===== src/sv/crgc_pkg.sv =====
// ----------------------------------------------------------------------------
// Reward gate controller package
// Shared types and constants for the reward gate controller.
// ----------------------------------------------------------------------------
package crgc_pkg;

  // Configuration registers.
  localparam int CFG_W     = 16;
  localparam int CFG_IDX_W = 2;
  localparam int MODE_W    = 3;

  localparam logic [CFG_IDX_W-1:0] REG_OPEN_DURATION = 2'd0;
  localparam logic [CFG_IDX_W-1:0] REG_COIN_GUARD    = 2'd1;
  localparam logic [CFG_IDX_W-1:0] REG_START_MODE    = 2'd2;

  localparam logic [CFG_W-1:0]  OPEN_DURATION_RST = 16'd5000;
  localparam logic [CFG_W-1:0]  COIN_GUARD_RST    = 16'd1000;

  // Training modes.
  localparam logic [MODE_W-1:0] MODE_FREE  = 3'd1;  // gate held open
  localparam logic [MODE_W-1:0] MODE_LAND  = 3'd2;  // open on landing
  localparam logic [MODE_W-1:0] MODE_COIN  = 3'd3;  // pay to open
  localparam logic [MODE_W-1:0] MODE_COIN2 = 3'd4;  // pay to open, last mode

  // Single-bit results of one tick.
  typedef struct packed {
    logic gate_open;
    logic gate_opened;
    logic gate_closed;
    logic bird_present;
    logic bird_landed;
    logic coin_accepted;
  } flags_t;

  // Out-of-range mode codes fall back to the free mode.
  function automatic logic [MODE_W-1:0] legal_mode(input logic [MODE_W-1:0] m);
    logic ok;
    ok = (m >= MODE_FREE) && (m <= MODE_COIN2);
    return ok ? m : MODE_FREE;
  endfunction

endpackage


===== src/sv/crgc_tick.sv =====
// ----------------------------------------------------------------------------
// Reward gate controller tick engine
// Holds the controller state and configuration and works out one tick.
// ----------------------------------------------------------------------------
module crgc_tick #(
  parameter int COIN_BITS  = 8,
  parameter int TIMER_BITS = 16
) (
  input  logic                                  clk,
  input  logic                                  rst,
  input  logic                                  cfg_write,
  input  logic [crgc_pkg::CFG_IDX_W-1:0]        cfg_index,
  input  logic [crgc_pkg::CFG_W-1:0]            cfg_data,
  input  logic                                  fire,
  input  logic                                  perch,
  input  logic                                  strike,
  input  logic                                  button,
  output crgc_pkg::flags_t                      flags,
  output logic [COIN_BITS-1:0]                  coins,
  output logic [crgc_pkg::MODE_W-1:0]           mode_now
);

  localparam int LW = (TIMER_BITS > crgc_pkg::CFG_W) ? TIMER_BITS : crgc_pkg::CFG_W;
  localparam logic [LW-1:0] TMAX = LW'({TIMER_BITS{1'b1}});
  localparam logic [COIN_BITS-1:0] COIN_MAX = {COIN_BITS{1'b1}};

  // Register values beyond the timer range saturate.
  function automatic logic [TIMER_BITS-1:0] timer_load(input logic [crgc_pkg::CFG_W-1:0] v);
    logic [LW-1:0] w;
    w = LW'(v);
    return (w > TMAX) ? TIMER_BITS'(TMAX) : TIMER_BITS'(w);
  endfunction

  logic [crgc_pkg::CFG_W-1:0]  open_duration;
  logic [crgc_pkg::CFG_W-1:0]  coin_guard;
  logic [crgc_pkg::MODE_W-1:0] mode_reg, mode_reg_next;
  logic                        gate_state, gate_state_next;
  logic                        close_armed, close_armed_next;
  logic [TIMER_BITS-1:0]       close_countdown, close_countdown_next;
  logic                        bird_flag, bird_flag_next;
  logic [COIN_BITS-1:0]        coin_count, coin_count_next;
  logic [TIMER_BITS-1:0]       guard_countdown, guard_countdown_next;
  logic                        button_prev;
  crgc_pkg::flags_t            flags_next;

  always_comb begin
    logic [TIMER_BITS-1:0] guard_dec;
    logic                  opened, closed, landed, accepted;

    opened = 1'b0;
    closed = 1'b0;
    landed = 1'b0;

    gate_state_next      = gate_state;
    close_armed_next     = close_armed;
    close_countdown_next = close_countdown;
    bird_flag_next       = bird_flag;
    coin_count_next      = coin_count;
    mode_reg_next        = mode_reg;

    // Coin guard runs down first; a strike counts once it has expired.
    guard_dec = (guard_countdown != '0) ? guard_countdown - 1'b1 : guard_countdown;
    accepted  = strike && (guard_dec == '0);
    guard_countdown_next = accepted ? timer_load(coin_guard) : guard_dec;
    if (accepted && (coin_count != COIN_MAX)) begin
      coin_count_next = coin_count + 1'b1;
    end

    // A due close always disarms, but only closes an open gate.
    if (close_armed) begin
      if (close_countdown != '0) begin
        close_countdown_next = close_countdown - 1'b1;
      end
      if (close_countdown_next == '0) begin
        closed           = gate_state;
        gate_state_next  = 1'b0;
        close_armed_next = 1'b0;
      end
    end

    if ((mode_reg == crgc_pkg::MODE_FREE) || (mode_reg == crgc_pkg::MODE_LAND)) begin
      if ((mode_reg == crgc_pkg::MODE_FREE) && !gate_state_next) begin
        gate_state_next      = 1'b1;
        opened               = 1'b1;
        close_armed_next     = 1'b0;
        close_countdown_next = '0;
      end
      if (bird_flag) begin
        if (!perch) begin
          bird_flag_next = 1'b0;
        end
      end else if (perch) begin
        bird_flag_next = 1'b1;
        landed         = 1'b1;
        if (mode_reg == crgc_pkg::MODE_LAND) begin
          if (!gate_state_next) begin
            gate_state_next = 1'b1;
            opened          = 1'b1;
          end
          close_armed_next     = 1'b1;
          close_countdown_next = timer_load(open_duration);
        end
      end
    end else begin
      if ((coin_count_next != '0) && !gate_state_next) begin
        coin_count_next      = coin_count_next - 1'b1;
        gate_state_next      = 1'b1;
        opened               = 1'b1;
        close_armed_next     = 1'b1;
        close_countdown_next = timer_load(open_duration);
      end
    end

    // The mode steps on release of the button, after this tick's rule.
    if (button_prev && !button) begin
      mode_reg_next = (mode_reg >= crgc_pkg::MODE_COIN2) ? crgc_pkg::MODE_FREE
                                                         : mode_reg + 1'b1;
    end

    flags_next.gate_open     = gate_state_next;
    flags_next.gate_opened   = opened;
    flags_next.gate_closed   = closed;
    flags_next.bird_present  = bird_flag_next;
    flags_next.bird_landed   = landed;
    flags_next.coin_accepted = accepted;
  end

  always_ff @(posedge clk) begin
    if (rst) begin
      open_duration   <= crgc_pkg::OPEN_DURATION_RST;
      coin_guard      <= crgc_pkg::COIN_GUARD_RST;
      mode_reg        <= crgc_pkg::MODE_FREE;
      gate_state      <= 1'b0;
      close_armed     <= 1'b0;
      close_countdown <= '0;
      bird_flag       <= 1'b0;
      coin_count      <= '0;
      guard_countdown <= '0;
      button_prev     <= 1'b0;
    end else if (cfg_write) begin
      unique case (cfg_index)
        crgc_pkg::REG_OPEN_DURATION: open_duration <= cfg_data;
        crgc_pkg::REG_COIN_GUARD:    coin_guard    <= cfg_data;
        crgc_pkg::REG_START_MODE:
          mode_reg <= crgc_pkg::legal_mode(cfg_data[crgc_pkg::MODE_W-1:0]);
        default: ;
      endcase
    end else if (fire) begin
      mode_reg        <= mode_reg_next;
      gate_state      <= gate_state_next;
      close_armed     <= close_armed_next;
      close_countdown <= close_countdown_next;
      bird_flag       <= bird_flag_next;
      coin_count      <= coin_count_next;
      guard_countdown <= guard_countdown_next;
      button_prev     <= button;
    end
  end

  assign flags    = flags_next;
  assign coins    = coin_count_next;
  assign mode_now = mode_reg_next;

endmodule


===== src/sv/coin_reward_gate_controller.sv =====
// ----------------------------------------------------------------------------
// Coin reward gate controller
// Tick-driven gate, perch, coin and training mode control.
// ----------------------------------------------------------------------------
// One input transaction is one time tick and yields one result transaction.
// The block takes a tick in every cycle in which in_stall is low. The
// combinational tick logic sits between the input register and the result
// register, so a result is presented once its tick has passed both. A result
// held by out_stall stalls the input only once the input register is also
// occupied. Ticks are processed strictly in order, since each one reads the
// state left by the previous tick. The user is to write configuration
// through cfg_write, cfg_index and cfg_data while no tick is in flight (not
// enforced by the block); a write of start_mode also sets the current mode.
module coin_reward_gate_controller #(
  parameter int COIN_BITS  = 8,
  parameter int TIMER_BITS = 16
) (
  input  logic                                  clk,
  input  logic                                  rst,
  input  logic                                  cfg_write,
  input  logic [crgc_pkg::CFG_IDX_W-1:0]        cfg_index,
  input  logic [crgc_pkg::CFG_W-1:0]            cfg_data,
  input  logic                                  in_valid,
  output logic                                  in_stall,
  input  logic                                  perch_pressed,
  input  logic                                  coin_strike,
  input  logic                                  mode_button,
  output logic                                  out_valid,
  input  logic                                  out_stall,
  output logic                                  gate_open,
  output logic                                  gate_opened,
  output logic                                  gate_closed,
  output logic                                  bird_present,
  output logic                                  bird_landed,
  output logic                                  coin_accepted,
  output logic [COIN_BITS-1:0]                  coins_pending,
  output logic [crgc_pkg::MODE_W-1:0]           mode
);

  logic                        a_valid;
  logic                        a_perch, a_strike, a_button;
  logic                        res_take;
  logic                        a_fire;
  logic                        in_take;
  crgc_pkg::flags_t            tick_flags;
  logic [COIN_BITS-1:0]        tick_coins;
  logic [crgc_pkg::MODE_W-1:0] tick_mode;

  assign res_take = !out_valid || !out_stall;
  assign a_fire   = a_valid && res_take;
  assign in_stall = a_valid && !res_take;
  assign in_take  = in_valid && !in_stall;

  crgc_tick #(
    .COIN_BITS (COIN_BITS),
    .TIMER_BITS(TIMER_BITS)
  ) u_tick (
    .clk      (clk),
    .rst      (rst),
    .cfg_write(cfg_write),
    .cfg_index(cfg_index),
    .cfg_data (cfg_data),
    .fire     (a_fire),
    .perch    (a_perch),
    .strike   (a_strike),
    .button   (a_button),
    .flags    (tick_flags),
    .coins    (tick_coins),
    .mode_now (tick_mode)
  );

  always_ff @(posedge clk) begin
    if (rst) begin
      a_valid   <= 1'b0;
      out_valid <= 1'b0;
    end else begin
      if (in_take) begin
        a_valid <= 1'b1;
      end else if (a_fire) begin
        a_valid <= 1'b0;
      end
      if (a_fire) begin
        out_valid <= 1'b1;
      end else if (!out_stall) begin
        out_valid <= 1'b0;
      end
    end
  end

  always_ff @(posedge clk) begin
    if (in_take) begin
      a_perch  <= perch_pressed;
      a_strike <= coin_strike;
      a_button <= mode_button;
    end
    if (a_fire) begin
      gate_open     <= tick_flags.gate_open;
      gate_opened   <= tick_flags.gate_opened;
      gate_closed   <= tick_flags.gate_closed;
      bird_present  <= tick_flags.bird_present;
      bird_landed   <= tick_flags.bird_landed;
      coin_accepted <= tick_flags.coin_accepted;
      coins_pending <= tick_coins;
      mode          <= tick_mode;
    end
  end

  // A tick that fires always leaves a result behind it.
  assert property (@(posedge clk) disable iff (rst) a_fire |=> out_valid)
    else $error("tick fired without a result");

  // An opening pulse means the gate ends the tick open.
  assert property (@(posedge clk) disable iff (rst)
    (out_valid && gate_opened) |-> gate_open)
    else $error("gate opened but reported closed");

  // A close that is not followed by a reopening leaves the gate shut.
  assert property (@(posedge clk) disable iff (rst)
    (out_valid && gate_closed && !gate_opened) |-> !gate_open)
    else $error("gate closed but reported open");

  // Results carry only legal training modes.
  assert property (@(posedge clk) disable iff (rst)
    out_valid |-> (mode >= crgc_pkg::MODE_FREE) && (mode <= crgc_pkg::MODE_COIN2))
    else $error("illegal mode in result");

  // The input side only waits when a tick is held in the input register.
  assert property (@(posedge clk) disable iff (rst) in_stall |-> a_valid)
    else $error("input stalled with empty input register");

endmodule

===== config.mk =====
export PLATFORM = sky130hd
export DESIGN_NAME = coin_reward_gate_controller
export DESIGN_NICKNAME = d
export VERILOG_FILES = /design/src/sv/crgc_pkg.sv /design/src/sv/crgc_tick.sv /design/src/sv/coin_reward_gate_controller.sv
export SDC_FILE = /design/constraint.sdc
export NUM_CORES = 1
export LEC_CHECK = 0
export ABC_CLOCK_PERIOD_IN_PS = 6100
export BUFFER_PORTS_ARGS = -buffer_cell sky130_fd_sc_hd__buf_2
export CAP_MARGIN = 20
export CORE_MARGIN = 2
export CORE_UTILIZATION = 30
export DETAILED_ROUTE_END_ITERATION = 6
export RECOVER_POWER = 100
export SYNTH_ARGS = -nofsm -noshare
export SYNTH_HDL_FRONTEND = slang
export SYNTH_SLANG_ARGS = --single-unit

===== constraint.sdc =====
create_clock -name clk -period 6.1 [get_ports clk]
set_clock_uncertainty 0.05 [all_clocks]
set_input_delay 0.305 -clock clk [delete_from_list [all_inputs] [get_ports clk]]
set_output_delay 0.305 -clock clk [all_outputs]
set_load 0.05 [all_outputs]

### Word level (Yosys, flattened, before mapping)

Index checks and enable logic that the tools add are counted.

* register bits: 101
* input port bits: 26
* output and inout port bits: 19
* logic and storage cells: 125

* add/subtract/negate cells: 5
* order comparisons: 5
* eq/ne operators: 7
* multiplexer cells: 52
* bitwise logic cells: 2
* reductions and logical operators: 31

Operator list (count)
* $mux 16: 13
* $gt 16x16->1 const B: 2
* $logic_not 16->1: 2
* $reduce_bool 16->1: 2
* $sub 16x1->16 const B: 2
* $mux 1: 30
* $mux 8: 3
* $mux 3: 6
* $reduce_and 2->1: 5
* $logic_and 1x1->1: 9
* $add 8x1->8 const B: 1
* $ne 8x8->1 const B: 1
* $reduce_bool 8->1: 1
* $sub 8x1->8 const B: 1
* $logic_not 1->1: 6
* $ne 2x1->1 const B: 2
* $reduce_bool 2->1: 2
* $add 3x1->3 const B: 1
* $eq 3x1->1 const B: 1
* $eq 3x2->1 const B: 1
* $ge 3x1->1 const B: 1
* $ge 3x3->1 const B: 1
* $le 3x3->1 const B: 1
* $eq 2x1->1 const B: 1
* 5 further kinds: 7

### Depth between registers and ports, before layout

Gate-level depths: netlist of run 1.

* depth in word-level cells: 15
* mapped depth: 22

### Modules after synthesis

A second synthesis of run 1 with hierarchy kept.

* cells, all modules: 738
* area total of the unflattened synthesis: 5849.4 µm²

Modules (own cells, without submodules)
* crgc_tick: instances 1, cells each 708, area an instance 5162.5 µm², seq. area each 1581.5 µm²
* coin_reward_gate_controller: instances 1, cells each 30, area an instance 686.9 µm², seq. area each 640.6 µm²

### Worst setup path after synthesis of run 1

Ideal clock, no wire load.

* path type: register to register
* start: reg u_tick.guard_countdown[0]
* end: reg u_tick.close_countdown[13]
* arrival time: 4688 ps
* required time: 5971 ps
* path slack: 1283 ps
* stages on the path, launching flop included: 21
* period minus slack after synthesis: 4817 ps
* path through: dfxtp_1 inv_1 ha_1 clkbuf_1 nor3b_1 nand4_1 mux2_2 or4_4 nor4_4 buf_6 nand2_1 xor2_1 ha_1 inv_1 a2111oi_2 o22ai_2 o21a_2 or4_4 buf_2 a21o_1 a22oi_1

* cells in the longest elaborated chain, start to end: 10
* elaborated cells on any way between the ends: 11
* classes of those cells: add/sub: 1; mux: 4; reduce/logical: 6

RTL lines
* from (decl): line crgc_tick.sv:42 `logic [TIMER_BITS-1:0] guard_countdown, guard_countdown_next;`
* from (signal assigned): line crgc_tick.sv:155 `guard_countdown <= guard_countdown_next;`
* $sub 16x1->16 / $reduce_bool 16->1 (equally long branches): line crgc_tick.sv:62 `guard_dec = (guard_countdown != '0) ? guard_countdown - 1'b1 : guard_countdown;`
* $mux 16 (*): line crgc_tick.sv:62
* $logic_not 16->1 (*): line crgc_tick.sv:63 `accepted = strike && (guard_dec == '0);`
* $logic_and 1x1->1 (*): line crgc_tick.sv:63
* $logic_and 1x1->1 (*): line crgc_tick.sv:65 `if (accepted && (coin_count != COIN_MAX)) begin`
* $mux 8 (*): line crgc_tick.sv:65
* $reduce_bool 8->1 (*): line crgc_tick.sv:105 `if ((coin_count_next != '0) && !gate_state_next) begin`
* $logic_and 1x1->1 (*): line crgc_tick.sv:105
* $mux 16 (*): line crgc_tick.sv:105
* $mux 16 (*): line crgc_tick.sv:81 `if ((mode_reg == crgc_pkg::MODE_FREE) || (mode_reg == crgc_pkg::MODE_LAND)) begin`
* to (signal assigned): line crgc_tick.sv:152 `close_countdown <= close_countdown_next;`
* to (decl): line crgc_tick.sv:39 `logic [TIMER_BITS-1:0] close_countdown, close_countdown_next;`

Mark *: on every way between the ends. The rest lies on a longest branch, timed or not.
A chain may end at the register's enable or synchronous reset.

### Worst setup path after layout of run 1

* start: reg u_tick.guard_countdown[0]
* end: reg u_tick.close_countdown[9]

The elaborated chain is that of the path after synthesis.

==> results of run 1 <==
power by group through the flow:
stage	Combinational [mW]	Clock, mW	Sequential (mW)
floorplan	0.265	0	0.765
CTS	0.361	0.598	0.738
detailed placement	0.360	0	0.753
global route	0.395	0.617	0.742
finish	0.358	0.581	0.738
global placement	0.361	0	0.753
stage by stage:
stage / util [%] / worst slack [ns] / instances / power (mW)
after floorplan: - / 1.28 / 722 / 1.03
after global placement: 33.0 / 1.15 / 987 / 1.11
after detailed placement: 33.0 / 1.01 / 987 / 1.11
after CTS: 34.5 / 0.965 / 1003 / 1.70
after global routing: 34.2 / 0.318 / 1003 / 1.75
final: 34.2 / 0.691 / 1003 / 1.68
cell usage after synthesis, drive strengths merged, types with 11 or more instances:
library cell  instances  share of area [%]
nor4                 12                1.9
nand2               118                7.6
xnor2                11                1.7
inv                  18                1.2
mux2i                13                2.2
clkbuf               32                2.1
a21oi                53                4.6
nor3                 36                3.1
nand2b               11                1.2
edfxtp               20                 10
buf                  15                1.8
nand3                30                2.6
nand4                11                1.2
nor2                 67                4.3
dfxtp                81                 28
o21ai                34                3.0
worst register-to-register path: cells and delay by family, from the launching register on:
kind                     cells  cell delay (ns)
flip-flops                   1             0.34
AND/OR/NAND/NOR              6             1.73
AO/OA/AOI/OAI                5             1.53
buffers and inverters        3             0.42
XOR/XNOR                     1             0.28
adder cells (fa/ha/maj)      2             0.57
multiplexers                 1             0.36
final cells by class:
class                      instances  share of cell area [%]
tap                              260                    5.06
clock buffer                      10                    3.56
inverter                          19                    1.11
clock inverter                     6                   0.972
sequential                       101                    34.5
timing repair buffer              52                    3.81
multi-input combinational        555                    51.0
final timing paths:
kind	startpoint	to	slack, ns	cells after the start
worst max-delay path	u_tick.guard_countdown[0]	u_tick.close_countdown[9]	0.69	18
worst max register to register	u_tick.guard_countdown[0]	u_tick.close_countdown[9]	0.69	18
worst min register to register	u_tick.open_duration[11]	u_tick.open_duration[11]	0.40	2
worst min-delay path	coin_strike	a_strike	0.07	1
metal layers:
| layer | vias up | GRT usage [%] |
|---|---|---|
| met4 | 0 | 5.47 |
| met3 | 20 | 3.29 |
| met1 | 2459 | 21.1 |
| met2 | 138 | 23.0 |
| li1 | 2641 | - |
| met5 | - | 0 |
cell families (layout without fill, tap and decap cells):
| logic type | after synthesis | after routing | synth area share, % |
|---|---|---|---|
| compound gates | 161 | 161 | 18.9 |
| buf+inv | 66 | 87 | 5.06 |
| fa+ha+maj | 9 | 9 | 1.94 |
| flops | 101 | 101 | 38.2 |
| simple gates | 352 | 352 | 30.5 |
| mux | 17 | 17 | 3.01 |
| xor+xnor | 16 | 16 | 2.41 |
==> metrics, run 1 <==
DRT antenna net count 0; die area 20500 um2; H-tree Lvls 3; slowest stage delay, CP roughly 0.57 ns; met3 WL post-DR 850 um; ANT cells 0; Post-synth EDFFs 20; fmax 185 MHz; most frequent cells in the layout 118 x nand2_1, 81 x dfxtp_1, 67 x nor2_1; clock slew at reported path FFs 0.07 ns; highest metal used met4; drt wl/cell 15.1 um; post-synthesis cell count 722; Worst Setup Start Kind register; CP required 6.29 ns; area grow syn2layout 10.7%; GRT Total Usage 15.1%; cts hold-fix bufs 0; Slew headroom -113%; crit path max-delay cell type or4_1; chip height approximately 140 um; post-CTS setup repair buffer count 0; Ports 45; CTS tree built; vias in the first global route 4855; FFs w/ async S/R, synth 0%; max-slew violations 68; WL met1 7580 um; clk sink count 101; Finished Cell Area 6430 um2; failing checks max-capacitance violations, max-slew violations; commonest non-fill, non-tap cell in the layout nand2_1; clock power share 34.6%; Final min period 5.41 ns; warning count from the yosys run 0; antenna violations before repair 0; Pint between 1 and 1.5 mW; # rows 50; DR vias ~5300; grt ovf 0; drt first-iter violations between 300 and 400; largest net degree at the start of global routing 68; Slew @ Worst Pin 3.20 ns; post_cts resized 0; net count after synthesis roughly 760; Initial Util 30.9%; CTS buffer count 9; clock buffer depth 2; Skew-Pair Late Insertion Delay 0.36 ns; sw frac 31.0%; Flop pwr share 44.0%; worst hold path type in -> reg; post-synth cell types 78; delay-heaviest family, CP simple AND/OR/NAND/NOR gates; crit-path max FO 13; final setup TNS 0 ns; Buf/Inv on CP 3; Synth Register Bits 101; multi-input logic area about 3300 um2; combinational fraction of design power 21.3%; share of cells above drive strength 1 8.88%; Post-DP Area just over 6000 um2; drc violations 0; sequential share of the synthesized area 38.2%; Sequential Area 2220 um2; count of input and output buffers 44; first-pass GRT wire length 24600 um; vias per cell 5.24; RSZ-0062 raised after global routing false; WS Path Type reg -> reg; CTS root buffer clkbuf_16; crit-path cells inv_1 > ha_1 > nor3b_1 > nand4_1 > mux2_1 > or4_1 > nor4_4 > nand2_1 > xor2_1 > ha_1 > inv_1 > a2111oi_0 > o22ai_1 > o21a_1 > or2_1 > buf_4 > a211o_1 > a311oi_2; Cell Pwr Density 261 nW/um2; crit path DAT roughly 5.6 ns; status finished with violations; metal2 WL 6490 um; gp weighted congestion about 0.9; Filler cells 2008; peak supply drop approximately 0.16 mV; nets 773; half-perimeter wire length after placement 10800 um; crit end category register; Die Wd 143 um; Hold Vio Cnt, Final 0; mean area per synthesized cell around 8.0 um2; hold_ws between 0.06 and 0.07 ns; Post-Syn Area 5810 um2; leakage dissipation 2.30 nW; Core Area between 15000 and 20000 um2; max_cap viols 1; Setup violations, final 0; DRT Pass-1 Iters 5; final WL 15200 um; sw power 0.520 mW; post-route clock period utilization 88.7%; Post-synth top flop dfxtp_1
Power figures use the tool's default switching activity.
==> run 2, diff against run 1 <==
==> constraint.sdc (replaced) <==
create_clock -name clk -period 6.1 [get_ports clk]
set_clock_uncertainty 0.05 [all_clocks]
set_input_delay 1.22 -clock clk [delete_from_list [all_inputs] [get_ports clk]]
set_output_delay 1.22 -clock clk [all_outputs]
set_load 0.05 [all_outputs]
==> run 2 against run 1 <==
  * The run still ends with max-capacitance violations, max-slew violations left
  * Global-route usage rose by 0.36 points
  * Combinational power fell by 1%
  * First-iteration DRC count rose by 32%
  * Clock power fell by 3%
  * Non-clock buffer count did not move
  * Die area did not move
  * Fmax rose by 1.0%
  * Sequential power barely moved
  * Utilization fell by 0.17 points
  * Power fell by 1.1%
  * Highest routed layer unchanged
==> metrics, run 2 (synthesized netlist as in run 1, its figures left out) <==
DR vias 5266 (was 5258); worst setup path startpoint u_tick.guard_countdown[0] (unchanged); DRT Pass-1 Iters 5 (unchanged); CP required 6.28 ns (was 6.29 ns); commonest non-fill, non-tap cell in the layout nand2_1 (unchanged); die area 20500 um2 (unchanged); vias per cell 5.25 (was 5.24); failing checks max-capacitance violations, max-slew violations (unchanged); ANT cells 0 (unchanged); status finished with violations (unchanged); CTS tree built (unchanged); Initial Util 30.9% (unchanged); Skew-Pair Late Insertion Delay 0.36 ns (about the same); drt wl/cell 15.4 um (was 15.1 um); max_cap viols 2 (was 1); Ports 45 (unchanged); final WL 15400 um (was 15200 um); GRT Total Usage 15.5% (was 15.1%); drc violations 0 (unchanged); Hold Vio Cnt, Final 0 (unchanged); chip height 143 um (unchanged); vias in the first global route 4798 (was 4855); Slew @ Worst Pin 3.15 ns (was 3.20 ns); clk sink count 101 (unchanged); Core Area 18800 um2 (unchanged); gp weighted congestion 0.900 (was 0.899); most frequent cells in the layout 118 x nand2_1, 81 x dfxtp_1, 67 x nor2_1 (unchanged); leakage dissipation 2.29 nW (was 2.30 nW); RSZ-0062 raised after global routing false (unchanged); Hold Crit Start u_tick.open_duration[11] (was coin_strike); Cell Pwr Density 259 nW/um2 (was 261 nW/um2); cts hold-fix bufs 0 (unchanged); R2R setup slack 0.75 ns (was 0.69 ns); half-perimeter wire length after placement 11000 um (was 10800 um); grt ovf 0 (unchanged); Reg2Reg Launch Point u_tick.guard_countdown[0] (unchanged); clock slew at reported path FFs 0.07 ns (about the same); crit path DAT 5.54 ns (was 5.60 ns); worst hold path type reg -> reg (was in -> reg); area grow syn2layout 10.2% (was 10.7%); CP Capture Point u_tick.close_countdown[9] (unchanged); count of input and output buffers 44 (unchanged); post-CTS setup repair buffer count 0 (unchanged); post-route clock period utilization 87.8% (was 88.7%); Slew headroom -110% (was -113%); Final min period 5.35 ns (was 5.41 ns); drt first-iter violations 480 (was 365); reg2reg end u_tick.close_countdown[9] (unchanged); CTS buffer count 9 (unchanged); nets 773 (unchanged); first-pass GRT wire length 25100 um (was 24600 um); Worst Setup Start Kind register (unchanged); largest net degree at the start of global routing 67 (was 68); CTS root buffer clkbuf_16 (unchanged); Die Wd 143 um (unchanged); crit end category register (unchanged); # rows 50 (unchanged); WS Path Type reg -> reg (unchanged); crit-path max FO 13 (unchanged); final setup TNS 0 ns (unchanged); peak supply drop 0.138 mV (was 0.155 mV); FF-to-FF path depth 18 (unchanged); share of cells above drive strength 1 7.94% (was 8.88%); post-layout util 34.0% (was 34.2%); H-tree Lvls 3 (unchanged); fmax 187 MHz (was 185 MHz); max-slew violations 84 (was 68); antenna violations before repair 0 (unchanged); DRT antenna net count 0 (unchanged); Setup violations, final 0 (unchanged); clock buffer depth 2 (unchanged); post_cts resized 0 (unchanged)
-- run 2: changes by cell type in the layout (fill, tap and decap cells not counted), sizes merged --
cell | previous run | this run
buf | 30 | 26
bufinv | 1 | 0
inv | 19 | 18
clkinv | 4 | 3
clkbuf | 32 | 39
-- run 2: report_power, final --
part,internal [mW],leakage [nW],switching [mW]
sequential,0.712,0.850,0.0271
clock,0.312,0.141,0.254
combinational,0.127,1.30,0.226
-- run 2: worst max-delay path, cell delays in order (launching register included) --
cell and delay (ns):
dfxtp_1 0.34, inv_1 0.09, ha_1 0.41, nor3b_1 0.23, nand4_1 0.14, mux2_2 0.32, or4_1 0.51, nor4_1 0.32
nand2_1 0.25, xor2_1 0.27, ha_1 0.18, inv_1 0.07, a2111oi_2 0.34, o22ai_1 0.23, o21a_1 0.29, or2_1 0.41
buf_4 0.27, a211o_1 0.29, a311oi_2 0.22
-- run 2: layer usage --
layer / up-vias / GRT usage (%) / share of wire [%]
met5: - / 0 / 0
met4: 0 / 4.33 / 1.4
met3: 14 / 3.19 / 5.4
met2: 140 / 23.7 / 44
met1: 2472 / 22.0 / 49
li1: 2640 / - / -
-- run 2: worst min path at each step --
| stage | end | slack [ns] | cells past startpoint |
|---|---|---|---|
| global placement | u_tick.open_duration[11] | 0.39 | 2 |
| CTS | u_tick.button_prev | 0.41 | 2 |
| finish | u_tick.open_duration[11] | 0.40 | 2 |
| detailed placement | u_tick.button_prev | 0.40 | 2 |
| floorplan | u_tick.open_duration[11] | 0.38 | 2 |
| global route | u_tick.coin_guard[4] | 0.44 | 2 |
-- run 2: cell type report --
type,instances,area [um2]
inverters,19,71.3
fillers,2015,12400
flip-flops and latches,101,2220
clock inverters,3,17.5
well taps,260,325
multi-input cells,555,3260
clock buffers,13,272
repair buffers,52,238
-- run 2: metrics by stage --
step / setup slack (ns) / hold WS, ns / power [mW] / area [um2] / std cells
floorplan: 1.28 / 0.382 / 1.03 / 5810 / 722
global placement: 1.15 / 0.390 / 1.11 / 6200 / 987
detailed placement: 1.08 / 0.397 / 1.11 / 6200 / 987
CTS: 1.03 / 0.407 / 1.68 / 6490 / 1003
global route: 0.343 / 0.436 / 1.74 / 6400 / 1003
finish: 0.746 / 0.403 / 1.66 / 6400 / 1003
==> run 3, diff against run 2 <==
--- a/config.mk
+++ b/config.mk
@@ -9,8 +9,9 @@
 export BUFFER_PORTS_ARGS = -buffer_cell sky130_fd_sc_hd__buf_2
 export CAP_MARGIN = 20
 export CORE_MARGIN = 2
-export CORE_UTILIZATION = 30
+export CORE_UTILIZATION = 35
 export DETAILED_ROUTE_END_ITERATION = 6
+export PLACE_DENSITY = 0.5
 export RECOVER_POWER = 100
 export SYNTH_ARGS = -nofsm -noshare
 export SYNTH_HDL_FRONTEND = slang
==> run 3 against run 2 <==
  * The flow still finishes with violations (max-capacitance violations, max-slew violations)
  * Global-route usage grew 3.2 points
  * Non-clock buffer count stayed put
  * Sequential power about the same
  * Critical path depth fell by 1
  * Fmax grew 1.6%
  * Sequential cell count unchanged
  * Wire length rose by 5.2%
  * Critical path type unchanged
  * Largest power group unchanged
  * Highest routed layer unchanged
==> metrics, run 3 (synthesized netlist as in run 1, its figures left out) <==
status finished with violations (unchanged); failing checks max-capacitance violations, max-slew violations (unchanged); chip height 133 um (was 143 um); clock buffer depth 2 (unchanged); combinational fraction of design power 22.1% (was 21.3%); CTS tree built (unchanged); die area 17600 um2 (was 20500 um2); largest net degree at the start of global routing 67 (unchanged); first-pass GRT wire length 26700 um (was 25100 um); share of cells above drive strength 1 8.34% (was 7.94%); cts hold-fix bufs 0 (unchanged); GRT Total Usage 18.7% (was 15.5%); vias in the first global route 5116 (was 4798); hold_ws 0.410 ns (was 0.403 ns); leakage dissipation 2.29 nW (about the same); commonest non-fill, non-tap cell in the layout nand2_1 (unchanged); crit-path max FO 13 (unchanged); CTS root buffer clkbuf_16 (unchanged); Slew @ Worst Pin 3.21 ns (was 3.15 ns); DR vias 5318 (was 5266); most frequent cells in the layout 118 x nand2_1, 81 x dfxtp_1, 67 x nor2_1 (unchanged); final setup TNS 0 ns (unchanged); max-slew violations 84 (unchanged); Slew headroom -114% (was -110%); WS Path Type reg -> reg (unchanged); post-route setup slack 0.831 ns (was 0.746 ns); half-perimeter wire length after placement 11600 um (was 11000 um); grt ovf 0 (unchanged); CTS buffer count 9 (unchanged); Cell Pwr Density 259 nW/um2 (about the same); DRT Pass-1 Iters 5 (unchanged); drt first-iter violations 403 (was 480); Flop pwr share 45.0% (was 44.6%); clock slew at reported path FFs 0.07 ns (about the same); Hold Vio Cnt, Final 0 (unchanged); drt wl/cell 16.8 um (was 15.4 um); crit path DAT 5.45 ns (was 5.54 ns); vias per cell 5.52 (was 5.25); post-CTS setup repair buffer count 0 (unchanged); count of input and output buffers 44 (unchanged); Ports 45 (unchanged); fmax 190 MHz (was 187 MHz); peak supply drop 0.131 mV (was 0.138 mV); # rows 47 (was 50); final WL 16200 um (was 15400 um); Initial Util 35.4% (was 30.9%); Worst Setup Start Kind register (unchanged); Place WS 1.08 ns (about the same); clk sink count 101 (unchanged); crit end category register (unchanged); RSZ-0062 raised after global routing false (unchanged); Setup violations, final 0 (unchanged); area grow syn2layout 9.19% (was 10.2%); sw frac 32.2% (was 30.6%); Pint 1.11 mW (was 1.15 mW); DRT antenna net count 0 (unchanged); sw power 0.528 mW (was 0.507 mW); gp weighted congestion 0.886 (was 0.900); ANT cells 0 (unchanged); Die Wd 133 um (was 143 um); worst hold path type reg -> reg (unchanged); Skew-Pair Late Insertion Delay 0.35 ns (was 0.36 ns); post_cts resized 0 (unchanged); max_cap viols 2 (unchanged); nets 773 (unchanged); antenna violations before repair 0 (unchanged); drc violations 0 (unchanged); clock power share 32.9% (was 34.1%); CP required 6.28 ns (about the same); Core Area 16400 um2 (was 18800 um2); Final min period 5.27 ns (was 5.35 ns); H-tree Lvls 3 (unchanged); post-route clock period utilization 86.4% (was 87.8%)
==> run 3: worst paths after layout <==
| kind | startpoint | to | slack [ns] | cells past startpoint |
|---|---|---|---|---|
| setup reg to reg | u_tick.guard_countdown[0] | u_tick.close_countdown[2] | 0.83 | 17 |
| setup / recovery | u_tick.guard_countdown[0] | u_tick.close_countdown[2] | 0.83 | 17 |
| hold / removal | u_tick.open_duration[11] | u_tick.open_duration[11] | 0.41 | 2 |
| hold reg to reg | u_tick.open_duration[11] | u_tick.open_duration[11] | 0.41 | 2 |
==> run 3: layer usage <==
layer	part of all wire [%]	wire, um	up-vias	global-route usage (%)
met5	0	0	-	0
met4	1.1	184	0	4.84
met3	3.5	565	18	2.61
met2	46	7380	117	30.3
met1	50	8070	2552	26.2
li1	-	-	2631	-
==> run 3: critical path, stage by stage, from the launching register on <==
cell,delay [ns]
dfxtp_1,0.35
inv_1,0.09
ha_1,0.38
nor3b_1,0.23
nand4_1,0.15
mux2_1,0.37
or4_1,0.57
nor4_4,0.18
nand2_1,0.20
xor2_1,0.26
ha_1,0.19
inv_1,0.07
a2111oi_0,0.41
o22ai_1,0.26
o21a_2,0.30
or4_4,0.64
o21a_1,0.23
o32ai_1,0.21
==> run 3: metrics by stage <==
| step | utilization [%] | instances | instance area (um2) | total power, mW |
|---|---|---|---|---|
| 2_1_floorplan | - | 722 | 5810 | 1.03 |
| 3_3_place_gp | 37.5 | 947 | 6150 | 1.12 |
| 3_5_place_dp | 37.5 | 947 | 6150 | 1.12 |
| 4_1_cts | 39.1 | 963 | 6420 | 1.66 |
| 5_1_grt | 38.7 | 963 | 6340 | 1.73 |
| 6_report | 38.7 | 963 | 6340 | 1.64 |
==> run 3: layout make-up <==
class                      instances  area [um2]
clock buffer                       9         225
clock inverter                     7        40.0
fill                            1715       10100
inverter                          19        71.3
multi-input combinational        555        3270
sequential                       101        2220
tap                              220         275
timing repair buffer              52         243
==> run 3: power by group through the flow <==
| stage | sequential, mW | combinational [mW] | clock (mW) |
|---|---|---|---|
| 5_1_grt | 0.742 | 0.406 | 0.581 |
| 3_5_place_dp | 0.752 | 0.367 | 0 |
| 3_3_place_gp | 0.752 | 0.366 | 0 |
| 6_report | 0.738 | 0.363 | 0.541 |
| 4_1_cts | 0.737 | 0.369 | 0.558 |
| 2_1_floorplan | 0.765 | 0.265 | 0 |
